==> src/sv/assert_macros.svh <==
// assertion macros shared by the checker rtl
`ifndef ASSERT_MACROS_SVH
`define ASSERT_MACROS_SVH

// same-cycle implication, checked on every clock out of reset
`define SMLC_ASSERT_COMB(label, ante, cons, msg) \
    label: assert property (@(posedge i_clk) disable iff (!i_rst_n) (ante) |-> (cons)) \
        else $error(msg);

// next-cycle implication, checked on every clock out of reset
`define SMLC_ASSERT_NEXT(label, ante, cons, msg) \
    label: assert property (@(posedge i_clk) disable iff (!i_rst_n) (ante) |=> (cons)) \
        else $error(msg);

`endif

==> src/sv/smlc_pkg.sv <==
// types and constants of the set-point motion limit checker
`timescale 1ns / 1ps

package smlc_pkg;

    // fixed field widths
    localparam int AXIS_W  = 4;
    localparam int POS_W   = 32;
    localparam int LIM_W   = 31;
    localparam int DIFF_W  = 33;
    localparam int JF_W    = 16;
    localparam int WARM_W  = 2;

    // defaults and reset values
    localparam int AXIS_COUNT_DEF = 9;
    localparam logic [JF_W-1:0]   JERK_FACTOR_RST = 16'd1280;
    localparam logic [WARM_W-1:0] WARM_VEL  = 2'd1;
    localparam logic [WARM_W-1:0] WARM_ACC  = 2'd2;
    localparam logic [WARM_W-1:0] WARM_JERK = 2'd3;

    // request commands
    typedef enum logic [1:0] {
        CMD_SETPOINT    = 2'd0,
        CMD_QUICK_STOP  = 2'd1,
        CMD_RESET_HIST  = 2'd2,
        CMD_LOAD_LIMITS = 2'd3
    } t_cmd;

    // result status codes
    typedef enum logic [2:0] {
        ST_OK       = 3'd0,
        ST_ACC_JERK = 3'd1,
        ST_VEL      = 3'd2,
        ST_HAND     = 3'd3,
        ST_STOPPED  = 3'd4
    } t_status;

    // input request
    typedef struct packed {
        t_cmd                    command;
        logic [AXIS_W-1:0]       axis_index;
        logic signed [POS_W-1:0] position;
        logic [LIM_W-1:0]        vel_limit;
        logic [LIM_W-1:0]        acc_limit;
        logic                    hand_mode;
        logic                    last_axis;
    } t_in_item;

    // result
    typedef struct packed {
        t_status           status;
        logic [AXIS_W-1:0] failing_axis;
        logic              stop_entered;
    } t_out_item;

    // one history entry of one axis
    typedef struct packed {
        logic signed [POS_W-1:0]  pos;
        logic signed [DIFF_W-1:0] vel;
        logic signed [DIFF_W-1:0] acc;
    } t_hist_entry;

    // history write port
    typedef struct packed {
        logic              en;
        logic              bank;
        logic [AXIS_W-1:0] axis;
        t_hist_entry       data;
    } t_hist_wr;

    // control fields carried down the pipeline
    typedef struct packed {
        t_cmd              cmd;
        logic [AXIS_W-1:0] axis;
        logic              in_rng;
        logic              hand;
        logic              last;
    } t_ctl;

endpackage

==> src/sv/smlc_hist_ram.sv <==
// two-bank history memory with registered read and write forwarding
`timescale 1ns / 1ps

module smlc_hist_ram #(
    parameter int AXIS_COUNT = smlc_pkg::AXIS_COUNT_DEF
) (
    input  logic                            i_clk,
    input  logic                            i_rst_n,
    input  logic                            i_rd_en,
    input  logic [smlc_pkg::AXIS_W-1:0]     i_rd_axis,
    input  smlc_pkg::t_hist_wr              i_wr,
    output smlc_pkg::t_hist_entry           o_rd0,
    output smlc_pkg::t_hist_entry           o_rd1
);
    import smlc_pkg::*;

    `include "assert_macros.svh"

    localparam int AW = (AXIS_COUNT > 1) ? $clog2(AXIS_COUNT) : 1;

    t_hist_entry r_mem0 [AXIS_COUNT];
    t_hist_entry r_mem1 [AXIS_COUNT];
    t_hist_entry r_rd0;
    t_hist_entry r_rd1;

    logic [AW-1:0] rd_addr;
    logic [AW-1:0] wr_addr;
    logic          fwd0;
    logic          fwd1;

    assign rd_addr = i_rd_axis[AW-1:0];
    assign wr_addr = i_wr.axis[AW-1:0];
    assign fwd0    = i_wr.en && !i_wr.bank && (i_wr.axis == i_rd_axis);
    assign fwd1    = i_wr.en &&  i_wr.bank && (i_wr.axis == i_rd_axis);

    // bank writes
    always_ff @(posedge i_clk) begin
        if (i_wr.en && !i_wr.bank) begin
            r_mem0[wr_addr] <= i_wr.data;
        end
        if (i_wr.en && i_wr.bank) begin
            r_mem1[wr_addr] <= i_wr.data;
        end
    end

    // registered reads, a same-edge write to the entry is passed through
    always_ff @(posedge i_clk) begin
        if (i_rd_en) begin
            r_rd0 <= fwd0 ? i_wr.data : r_mem0[rd_addr];
            r_rd1 <= fwd1 ? i_wr.data : r_mem1[rd_addr];
        end
    end

    assign o_rd0 = r_rd0;
    assign o_rd1 = r_rd1;

    `SMLC_ASSERT_NEXT(a_fwd_bank0, i_rd_en && fwd0, o_rd0 == $past(i_wr.data), "bank 0 forward lost")
    `SMLC_ASSERT_NEXT(a_fwd_bank1, i_rd_en && fwd1, o_rd1 == $past(i_wr.data), "bank 1 forward lost")
    `SMLC_ASSERT_COMB(a_wr_range, i_wr.en, i_wr.axis < AXIS_COUNT, "history write beyond depth")

endmodule

==> config.mk <==
export PLATFORM = sky130hd
export DESIGN_NAME = smlc_hist_ram
export DESIGN_NICKNAME = d
export VERILOG_FILES = /design/src/sv/smlc_pkg.sv /design/src/sv/smlc_hist_ram.sv
export VERILOG_INCLUDE_DIRS = /design/src /design/src/sv
export SDC_FILE = /design/constraint.sdc
export NUM_CORES = 2
export LEC_CHECK = 0
export ABC_CLOCK_PERIOD_IN_PS = 8750
export BUFFER_PORTS_ARGS = -buffer_cell sky130_fd_sc_hd__buf_2
export CORE_MARGIN = 4
export CORE_UTILIZATION = 30
export DETAILED_ROUTE_END_ITERATION = 7
export HOLD_SLACK_MARGIN = 0.15
export PLACE_DENSITY = 0.54
export REMOVE_ABC_BUFFERS = 1
export SLEW_MARGIN = 5
export SYNTH_ARGS = -nofsm -noshare
export SYNTH_HDL_FRONTEND = slang
export SYNTH_SLANG_ARGS = --single-unit
==> constraint.sdc <==
create_clock -name i_clk -period 8.75 [get_ports i_clk]
set_input_delay 0.4375 -clock i_clk [delete_from_list [all_inputs] [get_ports i_clk]]
set_output_delay 0.4375 -clock i_clk [all_outputs]
set_load 0.1 [all_outputs]
==> flow_summary.toml <==
[detailed_routing]
highest_layer = "met5"
wl_met1_um = 89100
dr.first_iter.drc_count = 3378
viasPerCell = 4.87
wl_per_cell_um = 24.7
route.met3.wl_um = 9950
antenna_left = 0
dr_wl_met2_um = 103000
drc = 0
drt_first_pass_iters = 5
via_count = 40800
wirelength_um = 206000

[critical_path]
startpoint_type = "input port"
r2r-start = "r_mem1[6][18]"
worstSetupEndpointType = "flop"
critical_path_class = "input port to flop"
cp.arrival_ps = 4660
path_max_fanout = 61
ff2ff_path_depth = 4
worstReg2RegEnd = "o_rd1[18]"
required_ps = 9230
rrSetupSlack_ps = 7270

[clock_tree]
htreeDepth = 4
cts_resized = 0
cts_tree = "done"
clockBufferDepth = 3
clkTransAtPathRegs_ps = 60
cts_sinks = 1960
clock_latency_ps = 840
numCtsBuffers = 206
ctsRootBufferMaster = "clkbuf_16"

[hold_path]
holdPathStages = 4
hold_start = "i_wr[102]"
hold_path_end = "o_rd1[65]"
hold_class = "input port to flop"

[layout]
nNetsFinal = 4962
fillers = 23600
drive_gt1_share_pct = 14.3
final_util_pct = 35.4
area_growth_pct = 17.1
fin_area_um2 = 88400
layout_common_cells = "edfxtp_1 (1960), mux2i_1 (784), nand2_1 (393)"
mostFrequentLayoutCell = "edfxtp_1"

[placed_design]
hpwlAfterDp_um = 103000
io_buffers = 305
dpl_cell_area_um2 = 80800
gp_congestion = 0.702
pre_cts_ws_ps = 4150

[yosys]
avgSynthCellArea_um2 = 17.0
synth_cells = 4440
yosysSeqAreaShare_pct = 78.0
ys_seq_elements = 1960
synth_cell_types = 25
yosysWarnings = 0
synthesis.area_um2 = 75500
ys.flop_type = "edfxtp_1"
async_flop_share_pct = 0
synth_edf_count = 1960

[timing]
setup_violations = 0
slew_viol_final = 0
slew_headroom_pct = 23.6
finalHoldViolCount = 0
rsz0062_at_grt = "no"
fmax_mhz = 239
fin_ws_ps = 4570
fin_skew_ps = 36.5
fin_crit_ps = 4180
period_share_pct = 47.8
worst_slew_pin_slew_ps = 1150

[job]
drv_cap = 0

[die]
die_h_um = 510
fp.dieW_um = 510
die_area_um2 = 260000
rows = 183
boundaryPins = 307
core_area_um2 = 250000
start_util_pct = 30.2

[status]
status = "complete, no violations"

[grt]
grt_max_degree = 133
grt_usage_pct = 15.5
grt_pass1_vias = 40700
antenna_found_initial = 17
grt-ovfl-total = 0
grt_pass1_wl_um = 294000

[power]
ir_worst_vdd_uv = 172
p_leak_nw = 30.0
power.total_w = 0.0206
powerDensity_nw_per_um2 = 233
[state kept, by name (all words and copies together), names as in the netlist]
register / cells
o_rd0: 98
o_rd1: 98
r_mem0: 882
r_mem1: 882
[cell type report]
class	instances	area, µm²	area share, %
diodes	14	35.0	0.0396
clock buffers	248	5330	6.04
clock inverters	128	1180	1.33
multi-input cells	2195	15500	17.5
flip-flops and latches	1960	58900	66.6
well taps	3330	4170	4.71
repair buffers	488	3330	3.77
[cell families (layout without fill, tap and decap cells)]
logic type	Yosys count	in the layout	synth area share [%]
simple gates	819	819	4.80
xor+xnor	4	4	0.0464
mux	784	784	10.4
buf+inv	285	864	1.74
compound gates	588	588	5.03
flops	1960	1960	78.0
other cells	0	14	0
[cells in the mapped netlist (all sizes together) (3+ instances only)]
cell type,n,share of area [%]
nand2,394,2.0
xnor2,4,0.046
nand3,196,1.3
a21oi,196,1.3
a22oi,196,1.9
buf,116,0.90
nor3,200,1.3
mux2i,784,10
a31oi,196,1.8
nor2,15,0.075
nand2b,3,0.025
edfxtp,1960,78
clkbuf,169,0.84
[where the power goes]
part / internal [W] / switching (W)
clock: 0.00479 / 0.00367
combinational: 0.000345 / 0.00119
sequential: 0.0105 / 0.0000580
[layer usage]
metal / vias up / global-route usage [%]
met4: 8 / 4.14
met5: - / 0
met3: 269 / 2.56
met1: 21100 / 20.4
li1: 18300 / -
met2: 1056 / 26.4
[how the worst max path moves through the flow]
| stage | start | end | slack, ps | cells after the start |
|---|---|---|---|---|
| detailed placement | i_rd_axis[2] | o_rd0[40] | 4150 | 7 |
| CTS | i_rd_axis[3] | o_rd0[51] | 4660 | 8 |
| finish | i_rd_axis[3] | o_rd0[51] | 4570 | 8 |
| floorplan | i_wr[102] | r_mem0[4][0] | -1160 | 3 |
| global placement | i_rd_axis[2] | o_rd0[40] | 4190 | 7 |
| global route | i_rd_axis[3] | o_rd0[51] | 4480 | 8 |
[worst max-delay path: stages]
cell,delay (ps)
dlygate4sd3_1,570
buf_8,390
xnor2_1,210
nand4_4,470
buf_4,640
or2_4,590
buf_4,650
a31oi_1,350
[timing repair]
| action | in CTS | in global routing |
|---|---|---|
| setup buffers | 0 | 0 |
| endpoints found under the hold margin | 1843 | 0 |
| hold buffers | 100 | 0 |
[per-stage QoR]
step                      TNS [ps]  cells  hold slack [ps]
after floorplan            -322580   4155              536
after global routing             0   8357              319
after global placement           0   7873              611
after CTS                        0   8349              257
final                            0   8363              348
after detailed placement         0   7873              614
No activity file was read; power rests on OpenSTA's default activity.
